===== src/rtl/core/lscl_pkg.sv =====
package lscl_pkg;

  localparam int CACHE_SLOTS = 128;
  localparam int KEY_BITS    = 16;
  localparam int STAMP_W     = 32;
  localparam int IDX_W       = $clog2(CACHE_SLOTS);
  localparam int REQ_W       = 2;
  localparam int STATUS_W    = 3;
  localparam int SLOT_W      = 7;

  localparam logic [IDX_W-1:0] LAST_IDX = IDX_W'(CACHE_SLOTS - 1);

  typedef enum logic [REQ_W-1:0] {
    REQ_LOOKUP = 2'd0,
    REQ_INVAL  = 2'd1,
    REQ_FLUSH  = 2'd2,
    REQ_RSVD   = 2'd3
  } req_e_t;

  typedef enum logic [STATUS_W-1:0] {
    ST_HIT     = 3'd0,
    ST_MISS    = 3'd1,
    ST_INVAL   = 3'd2,
    ST_NOMATCH = 3'd3,
    ST_FLUSH   = 3'd4
  } status_e_t;

  typedef enum logic [1:0] {
    S_IDLE,
    S_SCAN,
    S_DONE
  } state_t;

  // One RAM word per slot: stored key and its use stamp
  typedef struct packed {
    logic [KEY_BITS-1:0] key;
    logic [STAMP_W-1:0]  stamp;
  } slot_word_t;

  // Controller to datapath
  typedef struct packed {
    logic load;
    logic scan;
    logic out_load;
  } cmd_t;

  // Datapath to controller
  typedef struct packed {
    logic needs_scan;
    logic scan_end;
    logic out_free;
  } sts_t;

endpackage


===== src/rtl/core/lscl_ctrl.sv =====
module lscl_ctrl (
  input  logic             clk,
  input  logic             rst,
  input  logic             req_valid,
  output logic             req_ready,
  input  lscl_pkg::sts_t   sts,
  output lscl_pkg::cmd_t   cmd
);

  lscl_pkg::state_t state;
  lscl_pkg::state_t state_next;

  always_ff @(posedge clk) begin
    if (rst) begin
      state <= lscl_pkg::S_IDLE;
    end else begin
      state <= state_next;
    end
  end

  always_comb begin
    state_next = state;
    unique case (state)
      lscl_pkg::S_IDLE: begin
        if (req_valid) begin
          state_next = sts.needs_scan ? lscl_pkg::S_SCAN : lscl_pkg::S_DONE;
        end
      end
      lscl_pkg::S_SCAN: begin
        if (sts.scan_end) begin
          state_next = lscl_pkg::S_DONE;
        end
      end
      lscl_pkg::S_DONE: begin
        if (sts.out_free) begin
          state_next = lscl_pkg::S_IDLE;
        end
      end
      default: begin
        state_next = lscl_pkg::S_IDLE;
      end
    endcase
  end

  always_comb begin
    req_ready    = 1'b0;
    cmd.load     = 1'b0;
    cmd.scan     = 1'b0;
    cmd.out_load = 1'b0;
    unique case (state)
      lscl_pkg::S_IDLE: begin
        req_ready = 1'b1;
        cmd.load  = req_valid;
      end
      lscl_pkg::S_SCAN: begin
        cmd.scan = 1'b1;
      end
      lscl_pkg::S_DONE: begin
        cmd.out_load = sts.out_free;
      end
      default: begin
        req_ready = 1'b0;
      end
    endcase
  end

  // hold the result state until the output register frees up
  a_done_hold: assert property (@(posedge clk) disable iff (rst)
    (state == lscl_pkg::S_DONE && !sts.out_free) |=> state == lscl_pkg::S_DONE)
    else $error("result dropped while output register full");

  // a scan only ends through its end condition
  a_scan_hold: assert property (@(posedge clk) disable iff (rst)
    (state == lscl_pkg::S_SCAN && !sts.scan_end) |=> state == lscl_pkg::S_SCAN)
    else $error("scan left early");

endmodule


===== config.mk =====
export PLATFORM = sky130hd
export DESIGN_NAME = lscl_ctrl
export DESIGN_NICKNAME = d
export VERILOG_FILES = /design/src/rtl/core/lscl_pkg.sv /design/src/rtl/core/lscl_ctrl.sv
export SDC_FILE = /design/constraint.sdc
export NUM_CORES = 1
export LEC_CHECK = 0
export ABC_AREA = 1
export BUFFER_PORTS_ARGS = -buffer_cell sky130_fd_sc_hd__buf_4
export CORE_AREA = 4 4 41 43
export CTS_CLUSTER_DIAMETER = 150
export DETAILED_ROUTE_END_ITERATION = 8
export DIE_AREA = 0 0 45 47
export HOLD_SLACK_MARGIN = 0.15
export SLEW_MARGIN = 0
export SYNTH_ARGS = -nofsm -noshare
export SYNTH_HDL_FRONTEND = slang
export SYNTH_SLANG_ARGS = --single-unit

===== constraint.sdc =====
create_clock -name clk -period 1.15 [get_ports clk]
set_clock_uncertainty 0.2 [all_clocks]
set_input_delay 0.23 -clock clk [delete_from_list [all_inputs] [get_ports clk]]
set_output_delay 0.23 -clock clk [all_outputs]
set_load 0.05 [all_outputs]

* Yosys cells after proc, flatten, opt, wreduce, memory -nomap -nowiden
Cells that the tools add are included.
** Storage, ports and cells
- Register bits after elaboration :: 2
- Word-level logic and storage cells :: 17
- Output and inout port bits :: 4
- Input port bits :: 6
** Cells by class
- Mux-type cells :: 9
- Reduce and logical (&&, ||, !) cells :: 2
- Equal/unequal tests :: 5
** Operator list (count)
- 2-bit 2-to-1 mux :: 4
- 2-bit inequality test (second input constant) :: 3
- 2-bit case mux with 3 select lines :: 1
- 1-bit 2-to-1 mux :: 4
- 3-bit AND reduction :: 1
- 2-bit by 1-bit == test with 1-bit output (second input constant) :: 1
- 2-bit == test (second input constant) :: 1
- 2-bit zero test :: 1

* Longest topological paths before layout
Gate-level depths: netlist of run 1.
- Word-level depth :: 3
- Gate-level depth with buffers :: 5
- Depth with buffers taken out :: 5

* Least setup slack after synthesis of run 1
No wires, ideal clock.
- Path type :: flip-flop to output port
- Start point :: register state[1]
- End point :: output cmd[0] in the netlist's numbering
- Path slack :: -0.816 ns
- Stages on the path, launching flop included :: 3
- Arrival time :: 1.536 ns
- Required time :: 0.720 ns
- Path buffers :: 0
- Cells stage by stage :: dfxtp_1 -> inv_1 -> nor3_1
** RTL lines
- start: declaration :: line lscl_ctrl.sv:10 : lscl_pkg::state_t state;
- start signal: assignment :: line lscl_ctrl.sv:15 : state <= lscl_pkg::S_IDLE;
- start signal: assignment :: line lscl_ctrl.sv:17 : state <= state_next;
- end: declaration :: line lscl_ctrl.sv:7 : output lscl_pkg::cmd_t cmd

==> results.md, run 1 <==
* Syn Std Cell Area at 146 µm²
* Area growth from synthesis to layout at 157%
* Gr usage total at about 5.8%
* Synthesis-stage register bit count at 2
* CTS Buf Count at 3
* Gr ovfl total at 0
* CTS root buffer: clkbuf_4
* Max_cap viols at 0
* Layout cell share with drive strength beyond 1 at between 80% and 90%
* Worst hold margin at between 70 and 80 ps
* Gate power share at about half
* First-pass GRT wire length at between 800 and 900 µm
* Sw Pwr at between 150 and 200 µW
* Pleak at around 0.00018 µW
* Post-synthesis sequential area ratio at a little over a quarter
* Worst min path class: in2reg
* IO Count at 10
* Nets at between 40 and 50
* Headroom to the max-slew limit at between 90% and 100%
* Max-slew violation count at 0
* Regs by FF count: state (2)
* Post-detail-place hpwl at 351 µm
* Setup violations, final at 6
* Die height at 47 µm
* Vias per cell at between 3 and 4
* CP required at about 720 ps
* Routed WL per cell at 8.16 µm
* # DRC at 0
* Startpoint types: register
* Post-layout min period at between 1000 and 1500 ps
* Achievable frequency at ~720 MHz
* Clk_lat worst skew at 220 ps
* Die W at 45 µm
* Worst setup margin at -244 ps
* Dpl ws at -50.7 ps
* Pwr/cell area at about 1300 nW/µm²
* Via count at 210
* Final ANT Viol Nets at 0
* Synth cell types at 11
* First-pass DRT Iterations at 1
* Syn_nets at 29
* H-tree depth at 1
* TritonCTS clock tree: built
* Clock Power Share at a little under a third
* Die ar. at 2120 µm²
* Initial antenna violation count at 0
* Rows at 13
* CP arrival at roughly 960 ps
* Fin crit share at 121%
* Core Area at 1300 µm²
* Post-route non-filler standard cell count at 56
* Synth warn at 0
* Seq pwr share at a little over a fifth
* Setup tns final at -875 ps
* Final Hold Fails at 0
* Syn Area/Cell at between 6 and 7 µm²
* Most flops, register: state
* Vias in the first global route at 207
* Failing checks: negative setup slack
* FF-to-FF Start: state[1]
* Largest net degree at the start of global routing at 6
* Flop2flop setup slack at -40 ps
* Final GP Congestion at a little over 0.6
* # port buffers at 9
* Max Buffers Root-to-Sink at 2
* Pin slew with the least headroom to its limit at around 130 ps
* Switching Share at 39.0%
* Worst setup path class: reg2out
* Internal at between 300 and 400 µW
* Critical path endpoint category: output pin
* Clock-pin slew on the worst setup and hold paths at about 30 ps
* Final antenna diode count at 0
* Number of DRC markers after the initial detailed-route iteration at 0
* Post-Syn Instances at 23
* Dpl cells at 50
* Worst Hold Launch: rst
* Number of flip-flops in the largest register at 2
* RSZ-0062 raised after global routing: yes
* Critical Path Start: state[1]
* DRT Wirelength at ~460 µm
* VDD IR max at between 0.5 and 0.6 mV
* Crit Path Max Fanout at 5
* Starting Density at between 10% and 20%
* Run status: complete, but fails checks
* Clk sinks at 2
==> cell usage after synthesis <==
| cell type | n | area (µm²) |
|---|---|---|
| a21oi_2 | 1 | 8.76 |
| dfxtp_1 | 2 | 40.0 |
| inv_1 | 6 | 22.5 |
| nand2_1 | 4 | 15.0 |
| nand2_2 | 1 | 6.26 |
| nand3_1 | 2 | 10.0 |
| nand3_2 | 1 | 10.0 |
| nand3b_1 | 1 | 7.51 |
| nor2_1 | 1 | 3.75 |
| nor2_2 | 2 | 12.5 |
| nor3_1 | 2 | 10.0 |
==> path summary, 6_finish.rpt <==
path | to | cells past startpoint
setup / recovery | cmd[0] | 3
hold / removal | state[1] | 4
setup reg to reg | state[0] | 6
hold reg to reg | state[1] | 2
==> area by class of cell <==
cell class              instances  area (µm²)
flip-flops and latches          2        47.5
well taps                      15        18.8
clock buffers                   3        22.5
multi-input cells              15         129
fillers                       160         925
inverters                       6        27.5
repair buffers                 15         131
==> stage by stage <==
step | instance area, µm² | total power, µW | utilization (%)
6_report | 377 | 508 | 28.9
2_1_floorplan | 199 | 250 | -
3_3_place_gp | 308 | 313 | 23.7
5_1_grt | 377 | 547 | 28.9
4_1_cts | 368 | 512 | 28.3
3_5_place_dp | 308 | 314 | 23.7
==> routing by layer <==
metal | share of wire [%] | global-route usage [%] | vias up
met5 | 0 | 0 | -
met4 | 0 | 3.51 | 0
met3 | 9.4 | 4.60 | 0
met2 | 49 | 8.19 | 6
met1 | 42 | 5.87 | 96
li1 | - | - | 108
==> critical path, cell delays in order, from the launching register on <==
cell and delay [ps]:
dfxtp_4 400, inv_4 50, nor3_4 110, buf_6 180
==> logic make-up (layout without fill, tap and decap cells) <==
group           after synthesis  in the layout  synth area share (%)
buf+inv                       6             24                  15.4
compound gates                1              1                  5.98
flops                         2              2                  27.4
simple gates                 14             14                  51.3
==> placed cells by master, fill, tap and decap left out, drive strengths merged <==
cell type / count
a21oi: 1
buf: 15
clkbuf: 3
dfxtp: 2
inv: 6
nand2: 5
nand3: 3
nand3b: 1
nor2: 3
nor3: 2
==> power by group through the flow <==
stage / combinational (µW) / sequential (µW) / clock [µW]
5_1_grt: 265 / 112 / 170
2_1_floorplan: 143 / 107 / 0
3_3_place_gp: 202 / 110 / 0
4_1_cts: 239 / 110 / 164
3_5_place_dp: 203 / 111 / 0
6_report: 247 / 109 / 153
==> repair_timing <==
action | CTS | global route
pin swaps | 3 | 4
hold endpoints to repair | 2 | 2
gates resized for setup | 4 | 3
buffers inserted | 3 | 0
gates cloned | 0 | 0
endpoints found under the setup margin | 4 | 6
Power figures use the tool's default switching activity.
==> inputs of run 2 (changes only) <==
- REMOVE_ABC_BUFFERS: unset -> 1
==> results.md, run 2 (synthesis gave the netlist of run 1 again) <==
* Met1 GRT Util at between 3 and 4%
* Most frequent cells in the layout: 7 x buf_4, 6 x buf_6, 4 x inv_1
* Worst Hold Launch: rst
* Starting Density at roughly 11%
* CTS Buf Count at 3
* First-pass DRT Iterations at 1
* Filler Cells Inserted at between 150 and 200
* Final Hold Fails at 0
* Die ar. at approximately 2100 µm²
* Clk sinks at 2
* Setup tns final at -912 ps
* Worst setup margin at -233 ps
* Failing checks: negative setup slack
* Gr ovfl total at 0
* Area growth from synthesis to layout at 145%
* Fin crit share at 120%
* H-tree depth at 1
* Flop2flop setup slack at -40 ps
* Layout cell share with drive strength beyond 1 at between 70% and 80%
* Critical path endpoint category: output pin
* Number of flip-flops in the largest register at 2
* Clock-pin slew on the worst setup and hold paths at around 30 ps
* Vias per cell at roughly 3.7
* Startpoint types: register
* VDD IR max at between 0.2 and 0.3 mV
* # port buffers at 9
* Max-slew violation count at 0
* Overall power at about 500 µW
* Design area at approximately 360 µm²
* Setup violations, final at 5
* Worst path cell trace: buf_6 > nor2_4 > buf_6
* Pin slew with the least headroom to its limit at 161 ps
* Number of DRC markers after the initial detailed-route iteration at 0
* Pleak at about 0.00017 µW
* Final GP Congestion at between 0.7 and 0.8
* Die W at 45 µm
* CP max-delay cell: dfxtp_4
* Pwr/cell area at between 1000 and 1500 nW/µm²
* Routed WL per cell at 8.83 µm
* Crit Path Max Fanout at 4
* IO Count at 10
* First-pass GRT wire length at just under 800 µm
* FF-to-FF Start: state[1]
* GRT busiest layer: met2
* Met3 GRT Util at under 10%
* CP dominant cell by count: buf_6
* Buf/Inv on CP at 2
* Met2 usage at 9.89%
* Cell family contributing the most delay on the critical path: flip-flops
* Post-detail-place hpwl at around 330 µm
* Post-layout min period at roughly 1400 ps
* Vias in the first global route at 229
* Regs by FF count: state (2)
* Achievable frequency at roughly 720 MHz
* CP required at a little over 700 ps
* Max_cap viols at 0
* Core Area at between 1000 and 1500 µm²
* DRT Wirelength at roughly 480 µm
* Max Buffers Root-to-Sink at 2
* Critical Path Start: state[1]
* Commonest non-fill, non-tap cell in the layout: buf_4
* Area after DPL at roughly 260 µm²
* # DRC at 0
* Final ANT Viol Nets at 0
* Clk_lat worst skew at approximately 220 ps
* Final antenna diode count at 0
* Worst min path class: in2reg
* Nets at 47
* TritonCTS clock tree: built
* Rows at 13
* Die height at ~47 µm
* Run status: complete, but fails checks
* Largest net degree at the start of global routing at 6
* Headroom to the max-slew limit at around nine tenths
* Initial antenna violation count at 0
* Gr usage total at 5.99%
* CTS root buffer: clkbuf_4
* RSZ-0062 raised after global routing: yes
* CP arrival at 950 ps
* Dpl ws at -88.3 ps
* CP max stage delay at roughly 350 ps
* Most flops, register: state
* Worst setup path class: reg2out
* Via count at 201
==> run 2: cell count changes in the layout (fill, tap and decap cells not counted), sizes merged <==
| cell | before | now |
|---|---|---|
| buf | 15 | 13 |
==> run 2: path summary, 6_finish.rpt <==
kind / endpoint / depth (start not counted)
setup reg to reg: state[0] / 7
setup / recovery: req_ready / 3
hold / removal: state[0] / 4
hold reg to reg: state[1] / 2
==> run 2: cell type report <==
cell class | count | area (µm²) | share of cell area, %
well taps | 15 | 18.8 | 5.23
clock buffers | 3 | 22.5 | 6.27
inverters | 6 | 22.5 | 6.27
repair buffers | 13 | 120 | 33.4
multi-input cells | 15 | 128 | 35.5
flip-flops and latches | 2 | 47.5 | 13.2
==> run 2: power breakdown <==
group | total, µW | switching, µW | leakage, µW | internal [µW]
Sequential | 97.8 | 17.2 | 0.0000178 | 80.6
Clock | 152 | 37.5 | 0.0000138 | 115
Combinational | 252 | 142 | 0.000143 | 111
Total | 502 | 196 | 0.000175 | 306
==> run 2: what timing repair did <==
| item | in CTS | in global routing |
|---|---|---|
| resized for setup | 18 | 4 |
| pin swaps | 6 | 1 |
| setup endpoints to repair | 6 | 6 |
| buffers inserted | 1 | 0 |
| endpoints found under the hold margin | 2 | 2 |
==> run 2: tightest hold or removal path, cell delays in order <==
cell and delay [ps]:
buf_4 80, inv_1 50, nand2_2 60, nor2_2 30
==> run 2: routing by layer <==
layer	vias to the layer above	part of all wire (%)	routed length [µm]
met5	-	0	0
met4	0	0	0
met3	0	13	60
met2	7	59	283
met1	91	28	133
li1	103	-	-
==> run 2: stage by stage <==
step	hold slack (ps)	std cells	util, %
6_report	56.9	54	27.6
5_1_grt	67.8	54	27.6
4_1_cts	41.2	54	26.7
3_5_place_dp	301	51	20.2
3_3_place_gp	295	51	20.2
2_1_floorplan	200	23	-
==> inputs of run 3 (changes only) <==
- ABC_AREA: 1 -> unset
==> results.md, run 3 <==
* Synthesis-stage register bit count at 2
* First-pass DRT Iterations at 1
* Headroom to the max-slew limit at between 80% and 90%
* Die W at about 45 µm
* Synth warn at 0
* Filler Cells Inserted at roughly 160
* Vias per cell at approximately 3.6
* CTS root buffer: clkbuf_4
* IO Count at 10
* CP max stage delay at about 360 ps
* Largest net degree at the start of global routing at 7
* Syn Area/Cell at around 8.5 µm²
* VDD IR max at between 0.2 and 0.3 mV
* Worst min path class: in2reg
* Die height at 47 µm
* Number of DRC markers after the initial detailed-route iteration at 0
* Critical path endpoint category: output pin
* Most flops, register: state
* Worst-case reg-to-reg path depth at 2
* Pin slew with the least headroom to its limit at 158 ps
* Clk_lat worst skew at between 200 and 250 ps
* Storage element area at 47.5 µm²
* Worst path cell trace: nor2_4 > and2_4 > buf_8
* Buf/Inv on CP at 1
* Sw Pwr at 111 µW
* Clk sinks at 2
* Number of flip-flops in the largest register at 2
* Area growth from synthesis to layout at 155%
* RSZ-0062 raised after global routing: yes
* Max_cap viols at 0
* # port buffers at 9
* Switching Share at between 30 and 40%
* Routed WL per cell at approximately 9.2 µm
* Starting Density at a little under a tenth
* Clock Power Share at between 40% and 50%
* Max Buffers Root-to-Sink at 2
* Fin util at 23.3%
* Top-area cell type share of the netlist area at 33.7%
* Post-Syn Instances at 14
* Worst setup path class: reg2out
* CP arrival at approximately 970 ps
* Hold_buf cts at 2
* Layout cell share with drive strength beyond 1 at between 70% and 80%
* Flop2flop setup slack at -150 ps
* Gate power share at a little over a third
* CP required at roughly 700 ps
* Final GP Congestion at around 0.65
* Nets at 38
* Worst setup margin at -247 ps
* Internal at roughly 260 µW
* Final antenna diode count at 0
* Post-synth EDFFs at 0
* Cell family contributing the most delay on the critical path: flip-flops
* Area after DPL at 220 µm²
* Fin crit share at 121%
* Core Area at around 1300 µm²
* Ys async rst share at 0%
* Pwr/cell area at between 1000 and 1500 nW/µm²
* Clock-pin slew on the worst setup and hold paths at around 30 ps
* Setup violations, final at 6
* CTS Buf Count at 3
* Via count at between 150 and 200
* Initial antenna violation count at 0
* TritonCTS clock tree: built
* Max-slew violation count at 0
* Gr usage total at under 10%
* Seq pwr share at a little under a quarter
* First-pass GRT wire length at approximately 700 µm
* Post-synth top cells: 2 x dfxtp_1, 2 x nand3b_1, 2 x nor2_1
* Prevailing post-synth register cell: dfxtp_1
* Syn Std Cell Area at approximately 120 µm²
* Vias in the first global route at about 180
* Synth area leaders: dfxtp_1 34%, nand3b_1 13%, or4b_1 8.4%
* Critical path depth at 3
* Hold path depth at 3
* Die ar. at ~2100 µm²
* Most frequent cells in the layout: 8 x buf_4, 3 x clkbuf_4
* Final Hold Fails at 0
* Post-detail-place hpwl at roughly 290 µm
* Design area at 303 µm²
* Crit Path Max Fanout at 6
* Area of the multi-input gates at a little over 90 µm²
* Gr ovfl total at 0
* Run status: complete, but fails checks
* Regs by FF count: state (2)
* Final ANT Viol Nets at 0
* Post-layout min period at around 1400 ps
* Rows at 13
* CP max-delay cell: dfxtp_4
* Failing checks: negative setup slack
* Commonest non-fill, non-tap cell in the layout: buf_4
* Startpoint types: register
* Pleak at 0.000130 µW
* Area leader, netlist: dfxtp_1
* DRT Wirelength at 414 µm
* Achievable frequency at around 720 MHz
* # DRC at 0
* H-tree depth at 1
* Post-synthesis sequential area ratio at about a third
* Synth cell types at 11
## run 3: cell types whose count changed in the layout (fill, tap and decap cells not counted), moves of 2 or more
cell and delta:
buf_6 -4, inv_1 -4, buf_8 +2, inv_2 -2
nand2_2 -2, nand3_2 -2
## run 3: logic make-up after synthesis
kind of cell / Yosys count / synth area share (%)
AOI/OAI and AO/OA: 2 / 11.6
and+or+nand+nor: 10 / 54.7
DFF: 2 / 33.7
## run 3: per-stage QoR
stage,hold slack (ps),cells,worst slack [ps],power [µW],TNS [ps]
2_1_floorplan,99.4,14,-840,138,-2000
6_report,67.6,45,-247,366,-1020
3_3_place_gp,200,40,-142,183,-397
3_5_place_dp,200,40,-177,184,-499
4_1_cts,83.8,46,-254,381,-1280
5_1_grt,80.5,45,-274,381,-1230
## run 3: power groups by stage
stage / clock network [µW] / registers, µW / logic [µW]
CTS: 168 / 83.8 / 129
finish: 154 / 83.5 / 129
detailed placement: 0 / 83.0 / 101
floorplan: 0 / 80.9 / 57.2
global placement: 0 / 82.4 / 100
global route: 161 / 84.6 / 136
## run 3: final cells by class
class                   count  share of cell area (%)
clock buffers               3                    7.44
multi-input cells          12                    30.2
flip-flops and latches      2                    15.7
well taps                  15                    6.20
repair buffers             13                    40.5
## run 3: worst paths after layout
check        startpoint        to
max            state[1]    cmd[2]
max reg2reg    state[1]  state[1]
min              sts[1]  state[0]
min reg2reg    state[1]  state[0]
## run 3: routing by layer
layer  share of wire [%]  track usage (%)
met3                 8.7            0.383
met1                  43             5.43
met4                   0             8.77
met5                   0                0
met2                  49             6.21
## run 3: worst register-to-register path, stage by stage, from the launching register on
cell	delay, ps
dfxtp_4	360
or4b_1	510
a31oi_1	160
## run 3: timing repair
| item | in CTS | in global routing |
|---|---|---|
| endpoints found under the hold margin | 2 | 2 |
| resized for setup | 10 | 4 |
| buffers inserted | 1 | 0 |
| setup endpoints to repair | 5 | 6 |
| pin swaps | 4 | 0 |
